File: src/sv/rlte_pkg.sv
// ---------------------------------------------------------------------------
// Run-length text encoder package
// Word types, run record, slot codes and the decimal split helper.
// ---------------------------------------------------------------------------
package rlte_pkg;

	localparam int RUN_W       = 7;
	localparam int MAX_RUN_DEF = 99;
	localparam int QUEUE_DEPTH = 4;
	localparam int SLOTS       = 6;

	localparam logic [7:0]       DIGIT_ZERO = 8'h30;
	localparam logic [RUN_W-1:0] TEN        = 7'd10;

	localparam logic [SLOTS-1:0] SLOT_C_BYTE  = 6'b000001;
	localparam logic [SLOTS-1:0] SLOT_C_TENS  = 6'b000010;
	localparam logic [SLOTS-1:0] SLOT_C_UNITS = 6'b000100;
	localparam logic [SLOTS-1:0] SLOT_F_BYTE  = 6'b001000;
	localparam logic [SLOTS-1:0] SLOT_F_TENS  = 6'b010000;
	localparam logic [SLOTS-1:0] SLOT_F_UNITS = 6'b100000;

	typedef struct packed {
		logic [7:0] symbol;
		logic       last_symbol;
	} sym_word_t;

	typedef struct packed {
		logic [7:0] out_byte;
		logic       out_last;
	} enc_word_t;

	typedef struct packed {
		logic [7:0]       c_byte;
		logic [3:0]       c_tens;
		logic [3:0]       c_units;
		logic [7:0]       f_byte;
		logic [3:0]       f_tens;
		logic [3:0]       f_units;
		logic [SLOTS-1:0] mask;
	} run_rec_t;

	// {tens, units} of a run length below 100
	function automatic logic [7:0] dec_split(input logic [RUN_W-1:0] n);
		logic [14:0]      prod;
		logic [3:0]       tens;
		logic [RUN_W-1:0] rem;
		prod = 15'(n) * 15'd205;
		tens = prod[14:11];
		rem  = n - ({3'b000, tens} * TEN);
		return {tens, rem[3:0]};
	endfunction

endpackage

File: src/sv/rlte_front.sv
// ---------------------------------------------------------------------------
// Run-length text encoder front
// Tracks the open run; a word that closes it or ends a string makes a record.
// ---------------------------------------------------------------------------
module rlte_front #(
	parameter int MAX_RUN = rlte_pkg::MAX_RUN_DEF
) (
	input  logic                clk,
	input  logic                arst_n,
	input  logic                accept,
	input  rlte_pkg::sym_word_t word,
	output logic                push,
	output rlte_pkg::run_rec_t  rec
);

	logic [7:0]                 held_q;
	logic [rlte_pkg::RUN_W-1:0] len_q;
	logic                       closing;
	logic [7:0]                 new_held;
	logic [rlte_pkg::RUN_W-1:0] new_len;
	logic [7:0]                 c_split;
	logic [7:0]                 f_split;

	always_comb begin
		closing  = 1'b0;
		new_held = word.symbol;
		new_len  = 7'd1;
		if (len_q != '0) begin
			if (word.symbol == held_q && len_q < rlte_pkg::RUN_W'(MAX_RUN)) begin
				new_held = held_q;
				new_len  = len_q + 7'd1;
			end else begin
				closing = 1'b1;
			end
		end
	end

	assign c_split = rlte_pkg::dec_split(len_q);
	assign f_split = rlte_pkg::dec_split(new_len);

	always_comb begin
		rec.c_byte  = held_q;
		rec.c_tens  = c_split[7:4];
		rec.c_units = c_split[3:0];
		rec.f_byte  = new_held;
		rec.f_tens  = f_split[7:4];
		rec.f_units = f_split[3:0];
		rec.mask[0] = closing;
		rec.mask[1] = closing && len_q >= rlte_pkg::TEN;
		rec.mask[2] = closing && len_q > 7'd1;
		rec.mask[3] = word.last_symbol;
		rec.mask[4] = word.last_symbol && new_len >= rlte_pkg::TEN;
		rec.mask[5] = word.last_symbol && new_len > 7'd1;
	end

	assign push = accept && (rec.mask != '0);

	always_ff @(posedge clk or negedge arst_n) begin
		if (!arst_n) begin
			held_q <= '0;
			len_q  <= '0;
		end else if (accept) begin
			held_q <= new_held;
			len_q  <= word.last_symbol ? '0 : new_len;
		end
	end

endmodule

File: src/sv/rlte_queue.sv
// ---------------------------------------------------------------------------
// Run-length text encoder queue
// Short record queue between the front and the back.
// ---------------------------------------------------------------------------
module rlte_queue #(
	parameter int DEPTH = rlte_pkg::QUEUE_DEPTH
) (
	input  logic               clk,
	input  logic               arst_n,
	input  logic               push,
	input  rlte_pkg::run_rec_t push_rec,
	input  logic               pop,
	output logic               not_empty,
	output logic               full,
	output rlte_pkg::run_rec_t head
);

	localparam int PW = (DEPTH > 1) ? $clog2(DEPTH) : 1;
	localparam int CW = $clog2(DEPTH + 1);

	rlte_pkg::run_rec_t mem_q [DEPTH];
	logic [PW-1:0]      wr_q;
	logic [PW-1:0]      rd_q;
	logic [CW-1:0]      cnt_q;

	function automatic logic [PW-1:0] bump(input logic [PW-1:0] p);
		return (p == PW'(DEPTH - 1)) ? '0 : p + PW'(1);
	endfunction

	assign not_empty = cnt_q != '0;
	assign full      = cnt_q == CW'(DEPTH);
	assign head      = mem_q[rd_q];

	always_ff @(posedge clk) begin
		if (push) begin
			mem_q[wr_q] <= push_rec;
		end
	end

	always_ff @(posedge clk or negedge arst_n) begin
		if (!arst_n) begin
			wr_q  <= '0;
			rd_q  <= '0;
			cnt_q <= '0;
		end else begin
			if (push) begin
				wr_q <= bump(wr_q);
			end
			if (pop) begin
				rd_q <= bump(rd_q);
			end
			if (push && !pop) begin
				cnt_q <= cnt_q + CW'(1);
			end else if (pop && !push) begin
				cnt_q <= cnt_q - CW'(1);
			end
		end
	end

endmodule

File: src/sv/rlte_back.sv
// ---------------------------------------------------------------------------
// Run-length text encoder back
// Expands run records into output words, one word per cycle unless stalled.
// ---------------------------------------------------------------------------
module rlte_back (
	input  logic                clk,
	input  logic                arst_n,
	input  logic                q_valid,
	input  rlte_pkg::run_rec_t  q_head,
	output logic                pop,
	output logic                enc_valid,
	input  logic                enc_stall,
	output rlte_pkg::enc_word_t enc_word
);

	rlte_pkg::run_rec_t          rec_q;
	logic [rlte_pkg::SLOTS-1:0]  mask_q;
	rlte_pkg::enc_word_t         out_q;
	logic                        out_valid_q;
	logic                        out_free;
	logic                        emit;
	logic [rlte_pkg::SLOTS-1:0]  low;
	logic [rlte_pkg::SLOTS-1:0]  rest;
	logic [rlte_pkg::SLOTS-1:0]  mask_after;
	logic [7:0]                  sel_byte;

	assign out_free   = !out_valid_q || !enc_stall;
	assign emit       = out_free && (mask_q != '0);
	assign low        = mask_q & (~mask_q + 6'd1);
	assign rest       = mask_q & ~low;
	assign mask_after = emit ? rest : mask_q;
	assign pop        = (mask_after == '0) && q_valid;

	always_comb begin
		case (low)
			rlte_pkg::SLOT_C_BYTE:  sel_byte = rec_q.c_byte;
			rlte_pkg::SLOT_C_TENS:  sel_byte = rlte_pkg::DIGIT_ZERO + {4'h0, rec_q.c_tens};
			rlte_pkg::SLOT_C_UNITS: sel_byte = rlte_pkg::DIGIT_ZERO + {4'h0, rec_q.c_units};
			rlte_pkg::SLOT_F_BYTE:  sel_byte = rec_q.f_byte;
			rlte_pkg::SLOT_F_TENS:  sel_byte = rlte_pkg::DIGIT_ZERO + {4'h0, rec_q.f_tens};
			rlte_pkg::SLOT_F_UNITS: sel_byte = rlte_pkg::DIGIT_ZERO + {4'h0, rec_q.f_units};
			default:                sel_byte = '0;
		endcase
	end

	always_ff @(posedge clk) begin
		if (pop) begin
			rec_q <= q_head;
		end
		if (emit) begin
			out_q.out_byte <= sel_byte;
			out_q.out_last <= rec_q.mask[3] && (rest == '0);
		end
	end

	always_ff @(posedge clk or negedge arst_n) begin
		if (!arst_n) begin
			mask_q      <= '0;
			out_valid_q <= 1'b0;
		end else begin
			mask_q <= pop ? q_head.mask : mask_after;
			if (out_free) begin
				out_valid_q <= emit;
			end
		end
	end

	assign enc_valid = out_valid_q;
	assign enc_word  = out_q;

endmodule

File: src/sv/run_length_text_encoder.sv
// ---------------------------------------------------------------------------
// Run-length text encoder
// Top level: front, record queue and back.
// ---------------------------------------------------------------------------
// Takes one text byte per cycle and writes each run as its byte followed,
// for runs longer than one, by one or two ASCII decimal digits of its
// length; runs close at MAX_RUN bytes and the final output word of a string
// carries out_last. An input word is taken every cycle while the record
// queue (Q_DEPTH entries) has room; the output side delivers one word per
// cycle while enc_stall is low, so a run never costs more output cycles
// than input cycles. When the word closing a run is taken, its record is
// written into the queue; it is then loaded into the back, and its first
// output word is registered after that. A busy back or a stalled output
// can hold the record between these steps.
// ---------------------------------------------------------------------------
module run_length_text_encoder #(
	parameter int MAX_RUN = rlte_pkg::MAX_RUN_DEF,
	parameter int Q_DEPTH = rlte_pkg::QUEUE_DEPTH
) (
	input  logic                clk,
	input  logic                arst_n,
	input  logic                sym_valid,
	output logic                sym_stall,
	input  rlte_pkg::sym_word_t sym_word,
	output logic                enc_valid,
	input  logic                enc_stall,
	output rlte_pkg::enc_word_t enc_word
);

	logic               accept;
	logic               push;
	rlte_pkg::run_rec_t push_rec;
	logic               pop;
	logic               q_valid;
	logic               q_full;
	rlte_pkg::run_rec_t q_head;

	assign sym_stall = q_full;
	assign accept    = sym_valid && !q_full;

	rlte_front #(
		.MAX_RUN(MAX_RUN)
	) u_front (
		.clk   (clk),
		.arst_n(arst_n),
		.accept(accept),
		.word  (sym_word),
		.push  (push),
		.rec   (push_rec)
	);

	rlte_queue #(
		.DEPTH(Q_DEPTH)
	) u_queue (
		.clk      (clk),
		.arst_n   (arst_n),
		.push     (push),
		.push_rec (push_rec),
		.pop      (pop),
		.not_empty(q_valid),
		.full     (q_full),
		.head     (q_head)
	);

	rlte_back u_back (
		.clk      (clk),
		.arst_n   (arst_n),
		.q_valid  (q_valid),
		.q_head   (q_head),
		.pop      (pop),
		.enc_valid(enc_valid),
		.enc_stall(enc_stall),
		.enc_word (enc_word)
	);

endmodule

File: config.mk
export PLATFORM = sky130hd
export DESIGN_NAME = run_length_text_encoder
export DESIGN_NICKNAME = d
export VERILOG_FILES = /design/src/sv/rlte_pkg.sv /design/src/sv/rlte_front.sv /design/src/sv/rlte_queue.sv /design/src/sv/rlte_back.sv /design/src/sv/run_length_text_encoder.sv
export SDC_FILE = /design/constraint.sdc
export NUM_CORES = 1
export LEC_CHECK = 0
export BUFFER_PORTS_ARGS = -buffer_cell sky130_fd_sc_hd__buf_2
export CORE_ASPECT_RATIO = 1.25
export CORE_MARGIN = 10
export CORE_UTILIZATION = 35
export CTS_BUF_LIST = sky130_fd_sc_hd__clkbuf_8
export CTS_CLUSTER_DIAMETER = 80
export CTS_CLUSTER_SIZE = 12
export DETAILED_ROUTE_END_ITERATION = 6
export SLEW_MARGIN = 25
export SYNTH_ARGS = -nofsm -noshare
export SYNTH_HDL_FRONTEND = slang
export SYNTH_HIERARCHICAL = 1
export SYNTH_SLANG_ARGS = --single-unit
File: constraint.sdc
create_clock -name clk -period 7.87 [get_ports clk]
set_clock_uncertainty 0.05 [all_clocks]
set_input_delay 1.574 -clock clk [delete_from_list [all_inputs] [get_ports clk]]
set_output_delay 1.574 -clock clk [all_outputs]
set_load 0.01 [all_outputs]
==> flow_summary.yaml <==
status:
  status: "finished, final reports clean"
synthesis:
  ys_seq_area_frac: 0.586
  syn_area_sq_mm: 0.0112
  async_reset_ff_frac: 0.130
  syn_area_per_cell_sq_um: 15.6
  netlist_instances: 716
  synth.area.top_cells: "edfxtp_1 (52%), ha_1 (11%), mux4_2 (7.7%), dfrtp_1 (6.5%), fa_1 (3.4%)"
  synth_commonest_cells: "edfxtp_1 (194), ha_1 (95), inv_1 (68)"
  synth_most_common_cell: "edfxtp_1"
  syn-num-nets: 843
  yosysTopAreaCell: "edfxtp_1"
  ys_warn_count: 6
  synth_cell_types: 69
  synth_top_area_share: 0.521
  synth_seq_cells: 223
  ys.flop_type: "edfxtp_1"
  synth_edf_count: 194
worst_setup_path:
  cp_slowest_cell: "fa_1"
  cp_max_fo: 8
  max_stage_delay_ns: 0.48
  path_delay_family: "adder cells"
  startpoint_type: "primary input"
  required_ns: 8.14
  cp_num_buf_inv: 3
  arrival_ns: 7.18
  critPathCaptureType: "flop"
  crit_path_cell_trace: "buf_2 -> xor2_1 -> nor4_4 -> nand3_4 -> or2_4 -> nor2_1 -> inv_2 -> ha_1 -> fa_1 -> fa_1 -> ha_1 -> ha_1 -> nand3_1 -> nor2_1 -> a21oi_1 -> xnor2_1 -> ha_1 -> inv_1 -> fa_1 -> xnor2_1 -> xnor2_1 -> xnor2_1"
  worstSetupPathType: "in2reg"
die:
  rows: 73
  initial_core_util: 0.353
  die_w_um: 180
  core-area_sq_mm: 0.0317
  die_h_um: 220
  ios: 24
  dieArea_sq_mm: 0.0395
place:
  dp_hpwl_um: 14700
  place_ws_ns: 0.439
  place_congestion: 0.807
  port_buffers: 23
  placed_area_sq_mm: 0.0117
  dpl.cell_count: 1127
timing:
  timing.final.crit_share: 0.879
  hold_viol_final: 0
  rsz0062_at_grt: "no"
  slew_viol_final: 0
  worstMarginPinSlew_ns: 0.861
  slew_headroom: 0.426
  fin_ws_ns: 0.952
  max_freq_mhz: 145
  period_minus_slack_ns: 6.92
  tns_ns: 0
  setup_viol: 0
clocking:
  numCtsBuffers: 22
  ctsHoldBuffers: 0
  tritoncts: "built"
  numClockSinks: 223
  clockBufferDepth: 3
  post_cts_resized: 0
  postCtsSetupBuffers: 0
  clkTransAtPathRegs_ns: 0.08
  cts_root_buf: "clkbuf_8"
  clock_latency_ns: 0.51
  cts_max_level: 1
layout:
  fin_nets: 866
  layoutNonFillerInstCount: 1167
  finish.instance_area_sq_mm: 0.0120
  drive_gt1_frac: 0.179
  synthToLayoutAreaGrowth_pct: 7.70
  fin_util: 0.380
power_and_ir_drop:
  ir_worst_vdd_mv: 0.158
  power.density_mw_per_mm2: 285
  cellLeakagePower_nw: 4.69
hold_path:
  hold_class: "reg2reg"
drt:
  num_vias: 5746
  drt-pass1-iter-count: 4
  initialDrtViolationCount: 328
  ant_nets: 0
  via_per_inst: 4.92
  routed_wl_um: 21200
  detail_route.wl_per_cell_um: 18.1
  drc: 0
global_routing:
  grt_pass1_wl_um: 34200
  track_usage: 0.108
  grt_overflow: 0
  grt_pass1_vias: 6127
  antenna_found_initial: 2
  grt_start_max_net_pins: 40
job:
  maxCapViolCount: 0
==> routing by layer <==
layer / routed length [um] / vias up / track usage
met4: 348 / 2 / 0.0298
met5: 13 / - / 0
met2: 11700 / 86 / 0.211
li1: - / 2723 / -
met3: 724 / 23 / 0.0135
met1: 8370 / 2912 / 0.119
==> worst register-to-register path, stage by stage (launching register included) <==
cell and delay [ns]:
dfrtp_1 0.79, inv_1 0.27, ha_1 0.27, and4b_1 0.32
or2_4 0.34, nor2_1 0.18, inv_2 0.08, ha_1 0.35
fa_1 0.45, fa_1 0.48, ha_1 0.31, ha_1 0.30
nand3_1 0.15, nor2_1 0.40, a21oi_1 0.15, xnor2_1 0.35
ha_1 0.22, inv_1 0.05, fa_1 0.37, xnor2_1 0.14
xnor2_1 0.14, xnor2_1 0.24
==> cell type report <==
cell class / count / area [sq um]
fillers: 2937 / 19700
flip-flops and latches: 223 / 6550
multi-input cells: 390 / 4140
well taps: 412 / 515
clock buffers: 23 / 317
inverters: 70 / 263
repair buffers: 32 / 183
clock inverters: 16 / 63.8
diodes: 1 / 2.50
==> through the flow <==
step	power (mW)	hold slack, ns
finish	3.43	0.431
CTS	3.49	0.437
floorplan	2.59	0.399
global placement	2.83	0.416
detailed placement	2.85	0.423
global route	3.65	0.456
==> power by group <==
group          switching, mW  internal, mW
Combinational          0.508         0.414
Sequential             0.190          1.68
Clock                  0.367         0.271
==> flip-flops by register name (all words and copies together), names as in the netlist <==
name / cells
u_front/held_q: 8
u_queue/cnt_q: 3
u_queue/rd_q: 2
u_queue/wr_q: 2
u_front/len_q: 7
u_back/enc_valid: 1
u_back/rec_q: 33
u_back/enc_word: 9
u_back/mask_q: 6
u_queue/mem_q: 152
==> placed cells by master (no fill, tap or decap), types with 4 or more instances in the layout <==
| cell | count |
|---|---|
| nor3_1 | 5 |
| or3_1 | 7 |
| mux4_2 | 38 |
| inv_1 | 83 |
| fa_1 | 19 |
| nor2_1 | 21 |
| a22oi_1 | 4 |
| mux2_2 | 11 |
| and2_1 | 4 |
| a21oi_1 | 16 |
| nand3_1 | 11 |
| edfxtp_1 | 194 |
| nand2_1 | 21 |
| buf_4 | 9 |
| o221ai_1 | 5 |
| o22ai_1 | 6 |
| a221o_1 | 5 |
| buf_2 | 23 |
| nor2b_1 | 8 |
| o21ai_0 | 13 |
| ha_1 | 95 |
| dfrtp_1 | 27 |
| clkbuf_8 | 23 |
| xor2_1 | 14 |
| xnor2_1 | 20 |
| and2_2 | 4 |
==> path summary, 6_finish.rpt <==
| path | startpoint | to | slack (ns) | cells past startpoint |
|---|---|---|---|---|
| min in group asynchronous | arst_n | u_queue/cnt_q[1]$_DFFE_PN0P_ | 1.08 | 1 |
| hold reg to reg | u_queue/cnt_q[2]$_DFFE_PN0P_ | u_queue/cnt_q[2]$_DFFE_PN0P_ | 0.43 | 1 |
| setup / recovery | sym_word[6] | u_queue/mem_q[1][9]$_DFFE_PP_ | 0.95 | 22 |
| hold / removal | u_queue/cnt_q[2]$_DFFE_PN0P_ | u_queue/cnt_q[2]$_DFFE_PN0P_ | 0.43 | 1 |
| setup reg to reg | u_front/len_q[0]$_DFFE_PN0P_ | u_queue/mem_q[1][9]$_DFFE_PP_ | 1.28 | 21 |
| max in group asynchronous | arst_n | u_queue/rd_q[0]$_DFFE_PN0P_ | 6.12 | 1 |
==> kinds of logic after synthesis <==
| group | count (synthesis) | synth area share |
|---|---|---|
| AOI/OAI and AO/OA | 86 | 0.0576 |
| xor gates and xnor gates | 34 | 0.0266 |
| adders and majority gates | 116 | 0.142 |
| buffers and inverters | 103 | 0.0440 |
| DFF | 223 | 0.586 |
| muxes | 50 | 0.0885 |
| and+or+nand+nor | 104 | 0.0550 |
No activity file was read; power rests on OpenSTA's default activity.
